$ cat src/rtl/core/fps_pkg.sv
// ----------------------------------------------------------------------------
// fps_pkg
// shared types and constants of the free page stack allocator
// ----------------------------------------------------------------------------
package fps_pkg;

  localparam int PageW   = 13;
  localparam int LinkW   = 14;
  localparam int FuncW   = 2;
  localparam int StatusW = 2;

  localparam logic [LinkW-1:0] FloorReset = 14'h1000;

  typedef enum logic [FuncW-1:0] {
    FUNC_LINK = 2'd0,
    FUNC_POP  = 2'd1,
    FUNC_PUSH = 2'd2
  } func_e;

  typedef enum logic [StatusW-1:0] {
    ST_DONE    = 2'd0,
    ST_EMPTY   = 2'd1,
    ST_IGNORED = 2'd2
  } status_e;

  typedef enum logic [1:0] {
    S_IDLE,
    S_POP,
    S_LINK,
    S_RESP
  } state_e;

  typedef struct packed {
    logic [FuncW-1:0] func;
    logic [PageW-1:0] region_start;
    logic [LinkW-1:0] region_end;
    logic             region_usable;
    logic [PageW-1:0] page_in;
  } req_t;

  typedef struct packed {
    logic [PageW-1:0] page_out;
    status_e          status;
  } rsp_t;

  typedef struct packed {
    logic we;
    logic re;
  } mem_ctl_t;

endpackage

$ cat src/rtl/core/fps_ctrl.sv
// ----------------------------------------------------------------------------
// fps_ctrl
// request sequencer: head and tail of the chain, floor register, link walk
// ----------------------------------------------------------------------------
module fps_ctrl import fps_pkg::*; #(
  parameter  int NUM_PAGES = 8192,
  localparam int AW        = $clog2(NUM_PAGES + 1)
) (
  input  logic             clk_i,
  input  logic             rst_ni,
  input  logic             cfg_we_i,
  input  logic [LinkW-1:0] cfg_wdata_i,
  input  logic             in_valid_i,
  output logic             in_stall_o,
  input  req_t             in_req_i,
  input  logic             out_free_i,
  output logic             res_load_o,
  output rsp_t             res_o,
  output mem_ctl_t         mem_ctl_o,
  output logic [AW-1:0]    mem_waddr_o,
  output logic [LinkW-1:0] mem_wdata_o,
  output logic [AW-1:0]    mem_raddr_o,
  input  logic [LinkW-1:0] mem_rdata_i
);

  localparam int CW = (AW > LinkW) ? AW : LinkW;
  localparam logic [CW-1:0] NumPagesC = CW'(NUM_PAGES);

  function automatic logic [AW-1:0] to_addr(logic [LinkW-1:0] v);
    logic [CW-1:0] w;
    w = CW'(v);
    return AW'(w);
  endfunction

  state_e           state_q, state_d;
  logic [LinkW-1:0] head_q, head_d;
  logic [LinkW-1:0] tail_q, tail_d;
  logic [LinkW-1:0] floor_q;
  logic [LinkW-1:0] p_q, p_d;
  rsp_t             res_q, res_d;

  logic             accept;
  logic [LinkW-1:0] rs_ext, pin_ext, eff_start, end_clamp, p_next;
  logic             link_ok, head_ok, push_ok;
  logic             fin, go_pop, go_link;
  rsp_t             fin_rsp;

  assign in_stall_o = (state_q != S_IDLE);
  assign accept     = in_valid_i && (state_q == S_IDLE);

  assign rs_ext    = LinkW'(in_req_i.region_start);
  assign pin_ext   = LinkW'(in_req_i.page_in);
  assign eff_start = (rs_ext < floor_q) ? floor_q : rs_ext;
  assign end_clamp = (CW'(in_req_i.region_end) > NumPagesC) ?
                     LinkW'(NumPagesC) : in_req_i.region_end;
  assign link_ok   = in_req_i.region_usable && (eff_start < end_clamp);
  assign head_ok   = (head_q != tail_q) && (CW'(head_q) < NumPagesC);
  assign push_ok   = CW'(pin_ext) < NumPagesC;
  assign p_next    = p_q + LinkW'(1);

  // datapath and result
  always_comb begin
    mem_ctl_o   = '0;
    mem_waddr_o = to_addr(tail_q);
    mem_wdata_o = eff_start;
    mem_raddr_o = to_addr(head_q);
    head_d      = head_q;
    tail_d      = tail_q;
    p_d         = p_q;
    fin         = 1'b0;
    go_pop      = 1'b0;
    go_link     = 1'b0;
    fin_rsp     = '{page_out: '0, status: ST_DONE};
    unique case (state_q)
      S_IDLE: begin
        if (accept) begin
          case (in_req_i.func)
            FUNC_LINK: begin
              if (link_ok) begin
                mem_ctl_o.we = 1'b1;
                if (head_q == tail_q) begin
                  head_d = eff_start;
                end
                tail_d  = end_clamp;
                p_d     = eff_start;
                go_link = 1'b1;
              end else begin
                fin            = 1'b1;
                fin_rsp.status = ST_IGNORED;
              end
            end
            FUNC_POP: begin
              if (head_ok) begin
                mem_ctl_o.re = 1'b1;
                go_pop       = 1'b1;
              end else begin
                fin            = 1'b1;
                fin_rsp.status = ST_EMPTY;
              end
            end
            FUNC_PUSH: begin
              fin = 1'b1;
              if (push_ok) begin
                mem_ctl_o.we = 1'b1;
                mem_waddr_o  = to_addr(pin_ext);
                mem_wdata_o  = head_q;
                head_d       = pin_ext;
              end else begin
                fin_rsp.status = ST_IGNORED;
              end
            end
            default: begin
              fin            = 1'b1;
              fin_rsp.status = ST_IGNORED;
            end
          endcase
        end
      end
      S_POP: begin
        fin              = 1'b1;
        fin_rsp.page_out = head_q[PageW-1:0];
        head_d           = mem_rdata_i;
      end
      S_LINK: begin
        mem_ctl_o.we = 1'b1;
        mem_waddr_o  = to_addr(p_q);
        mem_wdata_o  = p_next;
        p_d          = p_next;
        fin          = (p_next == tail_q);
      end
      S_RESP: begin
        fin = 1'b0;
      end
      default: begin
        fin = 1'b0;
      end
    endcase
  end

  assign res_load_o = out_free_i && (fin || (state_q == S_RESP));
  assign res_o      = (state_q == S_RESP) ? res_q : fin_rsp;
  assign res_d      = (fin && !out_free_i) ? fin_rsp : res_q;

  // next state
  always_comb begin
    state_d = state_q;
    unique case (state_q)
      S_IDLE: begin
        if (go_pop) begin
          state_d = S_POP;
        end else if (go_link) begin
          state_d = S_LINK;
        end else if (fin && !out_free_i) begin
          state_d = S_RESP;
        end
      end
      S_POP, S_LINK: begin
        if (fin) begin
          state_d = out_free_i ? S_IDLE : S_RESP;
        end
      end
      S_RESP: begin
        if (out_free_i) begin
          state_d = S_IDLE;
        end
      end
      default: begin
        state_d = S_IDLE;
      end
    endcase
  end

  always_ff @(posedge clk_i or negedge rst_ni) begin
    if (!rst_ni) begin
      state_q <= S_IDLE;
      head_q  <= '0;
      tail_q  <= '0;
      floor_q <= FloorReset;
    end else begin
      state_q <= state_d;
      head_q  <= head_d;
      tail_q  <= tail_d;
      if (cfg_we_i) begin
        floor_q <= cfg_wdata_i;
      end
    end
  end

  always_ff @(posedge clk_i) begin
    p_q   <= p_d;
    res_q <= res_d;
  end

endmodule

$ cat config.mk
export PLATFORM = sky130hd
export DESIGN_NAME = fps_ctrl
export DESIGN_NICKNAME = d
export VERILOG_FILES = /design/src/rtl/core/fps_pkg.sv /design/src/rtl/core/fps_ctrl.sv
export SDC_FILE = /design/constraint.sdc
export NUM_CORES = 1
export LEC_CHECK = 0
export ABC_AREA = 1
export ABC_CLOCK_PERIOD_IN_PS = 3960
export CORE_MARGIN = 2
export CORE_UTILIZATION = 59
export CTS_CLUSTER_DIAMETER = 80
export DETAILED_ROUTE_END_ITERATION = 7
export DONT_BUFFER_PORTS = 1
export MAX_ROUTING_LAYER = met4
export PLACE_DENSITY = 0.86
export SYNTH_ARGS = -nofsm -noshare
export SYNTH_HDL_FRONTEND = slang
export SYNTH_SLANG_ARGS = --single-unit
$ cat constraint.sdc
create_clock -name clk_i -period 3.96 [get_ports clk_i]
set_clock_uncertainty 0.05 [all_clocks]
set_input_delay 0.792 -clock clk_i [delete_from_list [all_inputs] [get_ports clk_i]]
set_output_delay 0.792 -clock clk_i [all_outputs]
set_load 0.02 [all_outputs]
==> summary.md, run 1 <==
| Metric | Value |
|---|---|
| HPWL reported at the end of detailed placement | `~14 mm` |
| Final setup violation count | `3` |
| Routed WL per cell | `about 21 µm` |
| Clk_lat worst skew | `around 0.37 ns` |
| Chip width | `a little over 100 µm` |
| Syn nets | `between 900 and 1000` |
| Mapped Area | `5670 µm²` |
| DR iter-0 viols | `about 580` |
| Dpl cell area | `just over 6000 µm²` |
| Synth-to-Final Area Change | `22.8%` |
| Deepest clock path buffer count | `2` |
| Final worst path period need | `approximately 4.5 ns` |
| Distinct cells, synth | `42` |
| Crit path cell chain | `inv_2 > ha_4 > inv_1 > nor2_1 > nand2_1 > nand2_1 > a21oi_4 > nand2_4 > buf_8 > o21ai_0 > ha_1 > nand3_2 > a21oi_2 > nor3_2 > buf_4 > nand3_2 > nand3b_1 > buf_6` |
| Worst Max-Slew Pin Slew | `0.935 ns` |
| Commonest cells after routing, fill and taps aside | `nand2_1, inv_1, o21ai_0` |
| Chip height | `just over 100 µm` |
| TritonRoute pass-1 iters | `6` |
| Reg clk slew, reported paths | `0.10 ns` |
| Vias after detailed routing | `roughly 6100` |
| Share of layout cells above drive strength 1 | `~20%` |
| IO buf count | `0` |
| Worst path slowest cell | `dfstp_2` |
| Num Clock Sinks | `73` |
| GPL Wtd Cong | `roughly 0.97` |
| CTS root buf | `clkbuf_8` |
| Worst IR Drop VDD | `around 0.59 mV` |
| Worst Path Required | `between 3 and 4 ns` |
| Worst setup SP type | `flop` |
| CTS tree | `built` |
| Crit path max fanout | `8` |
| Most common cell after layout, fill and taps aside | `nand2_1` |
| Vias in the first global route | `about 5600` |
| Maximum number of pins on one net before global-route repair | `45` |
| Residual DRC | `0` |
| Ys async rst share | `between 60% and 70%` |
| Vias per Instance | `~6.0` |
| Status | `finished, violations left` |
| Core Util, Final | `around three quarters` |
| Final period util | `114%` |
| Total Power | `about 5000 µW` |
| R2R Path Start | `floor_q[12]$_DFFE_PN1P_` |
| WP data arrival | `3.67 ns` |
| R2r endpoint | `p_q[7]$_DFFE_PP_` |
| Ys Warns | `0` |
| Reg2reg setup slack | `0 ns` |
| Die footprint | `roughly 10000 µm²` |
| Yosys reg bits | `73` |
| Fmax | `222 MHz` |
| Sequential area share after synthesis | `34.8%` |
| Pwr Density | `728 nW/µm²` |
| Leakage | `between 0.003 and 0.004 µW` |
| Antenna Cells | `0` |
| Synthesized area per cell | `6.90 µm²` |
| Pins Over Slew Limit | `0` |
| Worst slew margin | `around 38%` |
| Number of synthesized flops with an enable pin | `29` |
| Initial antenna violation count | `0` |
| Most used DFF post-synth | `dfrtp_1` |
| GRT overflow | `0` |
| Routed Antenna Nets | `0` |
| Total CTS buffers | `9` |
| Min-Delay Path Class | `in2async` |
| Max-Cap Viols | `0` |
| Initial Util | `approximately 60%` |
| Failing checks | `setup timing` |
| RSZ-0062 raised after global routing | `yes` |
| Final #Nets | `between 900 and 1000` |
| Top Ports | `about 140` |
| # rows | `35` |
| Post-Route WL | `between 20 and 25 mm` |
| Final-layout fill cell count | `~690` |
| Crit end category | `output pin` |
| Syn Inst Count | `roughly 820` |
| Core region area | `about 9300 µm²` |
| Crit Path Category | `reg2out` |
| First-pass GRT wire length | `28.7 mm` |
| # hold bufs at CTS | `0` |
| Setup WS post-layout | `-0.549 ns` |
| Design area | `roughly 7000 µm²` |
| Hold Violations, Final | `0` |
| Total GRT Usage | `37.8%` |
| Htree depth | `3` |
| Reg2Reg Depth | `19` |
| CP peak stage delay | `0.56 ns` |
-- synth_stat cells, drive strengths merged, types with 2 or more instances --
master  number  area (µm²)
xor2         7        61.3
nand2      267        1040
ha          30         375
nor3         8        51.3
o221ai      18         158
nand4        8        50.1
o21ai       83         415
clkbuf      21        78.8
a22oi        2        15.0
o211ai      16         120
inv        129         484
nand3       58         318
a21oi       22         114
xnor2        4        35.0
edfxtp      29         871
nor2        57         241
dfrtp       43        1080
buf          8        47.5
-- timing repair --
item	in CTS	in global routing
buffers inserted	7	9
gates cloned	1	0
pin swaps	4	21
endpoints found under the setup margin	3	18
gates resized for setup	26	51
-- where the power goes --
part / switching, µW / internal, µW / leakage, µW
combinational: 1920 / 968 / 0.00238
clock: 318 / 386 / 0.000120
sequential: 394 / 1080 / 0.000817
-- per-stage QoR --
| stage | std cells | hold WS [ns] | TNS (ns) | worst slack (ns) |
|---|---|---|---|---|
| finish | 1006 | 0.0458 | -1.49 | -0.549 |
| CTS | 997 | 0.0465 | -0.609 | -0.228 |
| detailed placement | 973 | 0.448 | -1.83 | -0.228 |
| global route | 1006 | 0.0444 | -2.17 | -0.593 |
| global placement | 973 | 0.448 | -0.134 | -0.0654 |
| floorplan | 821 | 0.431 | 0 | 0.0125 |
-- final cells by class --
cell class                      count  area (µm²)  share of cell area (%)
Clock inverter                      3        43.8                   0.629
Tap cell                          129         161                    2.32
Multi-Input combinational cell    589        3490                    50.2
Sequential cell                    73        1970                    28.4
Clock buffer                       13         191                    2.75
Timing Repair Buffer               69         598                    8.60
Inverter                          130         494                    7.10
-- flip-flops by register name, indices dropped and copies added (netlist names) --
| register | count |
|---|---|
| res_q | 15 |
| tail_q | 14 |
| state_q | 2 |
| mem_raddr_o | 14 |
| floor_q | 14 |
| p_q | 14 |
-- routing by layer --
layer  part of all wire [%]  global-route usage (%)
met5                      0                       -
met4                    4.8                    15.3
met3                     11                    8.00
met2                     46                    60.9
met1                     38                    46.6
-- kinds of logic after synthesis --
| kind of cell | after synthesis | synth area share, % |
|---|---|---|
| adders and majority gates | 30 | 6.63 |
| muxes | 1 | 0.199 |
| DFF | 73 | 34.8 |
| xor gates and xnor gates | 12 | 2.12 |
| and+or+nand+nor | 402 | 30.5 |
| AOI/OAI and AO/OA | 144 | 14.9 |
| buffers and inverters | 159 | 10.8 |
-- worst max path at each step --
stage	from	endpoint	slack [ns]
final	floor_q[12]$_DFFE_PN1P_	mem_ctl_o[1]	-0.55
after global placement	in_req_i[31]	res_o[1]	-0.07
after CTS	floor_q[12]$_DFFE_PN1P_	res_o[1]	-0.23
after global routing	floor_q[9]$_DFFE_PN0P_	mem_ctl_o[1]	-0.59
after floorplan	in_req_i[37]	mem_ctl_o[1]	0.01
after detailed placement	in_req_i[31]	res_o[1]	-0.23
-- worst max-delay path, delay by kind of cell, from the launching register on --
kind | cells | cell delay, ns
buffers and inverters | 5 | 0.60
flip-flops | 1 | 0.56
AND/OR/NAND/NOR | 8 | 0.99
AO/OA/AOI/OAI | 3 | 0.59
adder cells (fa/ha/maj) | 2 | 0.56
No activity file was read; power rests on OpenSTA's default activity.
==> inputs of run 2 (changes only) <==
--- a/config.mk
+++ b/config.mk
@@ -6,14 +6,14 @@
 export NUM_CORES = 1
 export LEC_CHECK = 0
 export ABC_AREA = 1
-export ABC_CLOCK_PERIOD_IN_PS = 3960
+export ABC_CLOCK_PERIOD_IN_PS = 5400
 export CORE_MARGIN = 2
-export CORE_UTILIZATION = 59
+export CORE_UTILIZATION = 60
 export CTS_CLUSTER_DIAMETER = 80
 export DETAILED_ROUTE_END_ITERATION = 7
 export DONT_BUFFER_PORTS = 1
 export MAX_ROUTING_LAYER = met4
-export PLACE_DENSITY = 0.86
+export PLACE_DENSITY = 0.84
 export SYNTH_ARGS = -nofsm -noshare
 export SYNTH_HDL_FRONTEND = slang
 export SYNTH_SLANG_ARGS = --single-unit
==> constraint.sdc (replaced) <==
create_clock -name clk_i -period 5.4 [get_ports clk_i]
set_clock_uncertainty 0.05 [all_clocks]
set_input_delay 1.08 -clock clk_i [delete_from_list [all_inputs] [get_ports clk_i]]
set_output_delay 1.08 -clock clk_i [all_outputs]
set_load 0.02 [all_outputs]
==> run 2 against run 1 <==
- the run now ends clean
- combinational power down 39%
- wire length shrank 17%
- clock power is 34% lower
- via count is 6.6% lower
- cell count is 7.0% lower
- critical path depth unchanged
- final area down 14%
- power is 35% lower
- critical endpoint is now res_load_o
- largest cell class unchanged
==> summary.md, run 2 (synthesized netlist as in run 1, its figures left out) <==
| Metric | Value |
|---|---|
| WP data arrival | `3.94 ns (was 3.67 ns)` |
| Total GRT Usage | `35.5% (was 37.8%)` |
| Num Clock Sinks | `73 (unchanged)` |
| Routed WL per cell | `18.4 µm (was 20.6 µm)` |
| First-pass GRT wire length | `26.9 mm (was 28.7 mm)` |
| Final period util | `93.9%` |
| Maximum number of pins on one net before global-route repair | `46 (was 45)` |
| CP startpoint | `in_req_i[33] (was floor_q[12]$_DFFE_PN1P_)` |
| Worst setup SP type | `input port (was flop)` |
| Core Util, Final | `65.4% (was 74.9%)` |
| Crit Path Category | `in2out (was reg2out)` |
| HPWL reported at the end of detailed placement | `13.1 mm (was 14.0 mm)` |
| Final #Nets | `926 (was 978)` |
| Top Ports | `137 (unchanged)` |
| Initial Util | `61.6% (was 61.0%)` |
| Htree depth | `3 (unchanged)` |
| Antenna Cells | `0 (unchanged)` |
| TritonRoute pass-1 iters | `6 (unchanged)` |
| Deepest clock path buffer count | `2 (unchanged)` |
| Core region area | `9200 µm² (was 9280 µm²)` |
| Reg clk slew, reported paths | `0.08 ns (was 0.10 ns)` |
| Fmax | `197 MHz` |
| DR iter-0 viols | `445 (was 578)` |
| Dpl ws | `0.296 ns (was -0.228 ns)` |
| Clk_lat worst skew | `0.36 ns (was 0.37 ns)` |
| Commonest cells after routing, fill and taps aside | `nand2_1, inv_1, o21ai_0 (unchanged)` |
| Max-Cap Viols | `0 (unchanged)` |
| Worst slew margin | `30.5% (was 37.6%)` |
| Die footprint | `10200 µm² (was 10400 µm²)` |
| CTS tree | `built (unchanged)` |
| Final worst path period need | `5.07 ns` |
| Worst IR Drop VDD | `0.224 mV (was 0.588 mV)` |
| Worst Max-Slew Pin Slew | `1.04 ns (was 0.935 ns)` |
| Routed Antenna Nets | `0 (unchanged)` |
| Most common cell after layout, fill and taps aside | `nand2_1 (unchanged)` |
| Leakage | `0.00296 µW (was 0.00332 µW)` |
| Final setup violation count | `0 (was 3)` |
| Initial antenna violation count | `0 (unchanged)` |
| Vias per Instance | `6.07 (was 6.05)` |
| Min-Delay Path Class | `in2async (unchanged)` |
| Chip width | `101 µm (was 102 µm)` |
| Setup TNS | `0 ns (was -1.49 ns)` |
| Number of flip-flops under the largest register name | `15 (unchanged)` |
| Vias after detailed routing | `5680 (was 6083)` |
| Post-Route WL | `17.2 mm (was 20.7 mm)` |
| Worst hold slack | `0.358 ns (was 0.0458 ns)` |
| CTS root buf | `clkbuf_8 (unchanged)` |
| Residual DRC | `0 (unchanged)` |
| GPL Wtd Cong | `0.955 (was 0.968)` |
| Share of layout cells above drive strength 1 | `7.03% (was 19.8%)` |
| Pins Over Slew Limit | `0 (unchanged)` |
| Setup WS post-layout | `0.331 ns (was -0.549 ns)` |
| Synth-to-Final Area Change | `6.10% (was 22.8%)` |
| R2R Path Start | `floor_q[12]$_DFFE_PN1P_ (unchanged)` |
| GRT overflow | `0 (unchanged)` |
| Pwr Density | `547 nW/µm² (was 728 nW/µm²)` |
| # rows | `35 (unchanged)` |
| RSZ-0062 raised after global routing | `no (was yes)` |
| Chip height | `101 µm (was 102 µm)` |
| Vias in the first global route | `5258 (was 5610)` |
| # hold bufs at CTS | `0 (unchanged)` |
| Total CTS buffers | `9 (unchanged)` |
| Status | `finished clean (was finished, violations left)` |
| IO buf count | `0 (unchanged)` |
| Hold Violations, Final | `0 (unchanged)` |
| Worst Path Required | `4.27 ns (was 3.12 ns)` |
| Top reg by flops | `res_q (unchanged)` |
| Crit path max fanout | `25 (was 8)` |
| Crit end category | `output pin (unchanged)` |
run 2: stage by stage:
step / cell area, µm² / total power (µW) / instances
4_1_cts: 6010 / 3250 / 936
3_5_place_dp: 5810 / 2790 / 920
2_1_floorplan: 5670 / 2330 / 821
5_1_grt: 6010 / 3490 / 936
6_report: 6010 / 3290 / 936
3_3_place_gp: 5810 / 2750 / 920
run 2: cell type report:
class,count,area [µm²]
Sequential cell,73,1970
Fill cell,823,3190
Tap cell,111,139
Multi-Input combinational cell,589,3080
Clock buffer,12,156
Clock inverter,4,48.8
Timing Repair Buffer,17,128
Inverter,130,488
run 2: what timing repair did:
item,in CTS,in global routing
endpoints found under the setup margin,0,2
setup buffers,0,0
resized for setup,0,1
run 2: final timing paths:
check                                     endpoint  slack, ns  cells past startpoint
max                                     res_load_o       0.33                     18
min                         floor_q[5]$_DFFE_PN0P_       0.36                      0
max reg2reg                       p_q[7]$_DFFE_PP_       1.30                     18
min reg2reg                 state_q[1]$_DFFE_PN0P_       0.49                      2
max in group asynchronous  floor_q[12]$_DFFE_PN1P_       4.77                      0
min in group clk_i          state_q[1]$_DFFE_PN0P_       0.49                      2
run 2: critical path: stages:
cell,delay (ns)
ha_1,0.29
nand2_1,0.10
inv_1,0.04
a21oi_1,0.14
nand2_1,0.09
nand2_1,0.09
nand2_2,0.22
o21ai_0,0.32
inv_1,0.12
ha_1,0.33
a21oi_1,0.14
a21oi_1,0.08
nor3_1,0.28
nand2_2,0.14
nand2_1,0.11
nand2_1,0.09
o21ai_0,0.15
inv_1,0.14
run 2: per-layer routing:
layer | part of all wire (%) | global-route usage, %
met3 | 11 | 5.73
met4 | 2.8 | 12.7
met2 | 46 | 56.0
met5 | 0 | -
met1 | 40 | 46.3
run 2: report_power, final:
| part | switching [µW] | total (µW) | internal (µW) |
|---|---|---|---|
| clock network | 224 | 466 | 242 |
| registers | 272 | 1060 | 793 |
| logic | 1270 | 1760 | 482 |
| total | 1770 | 3290 | 1520 |
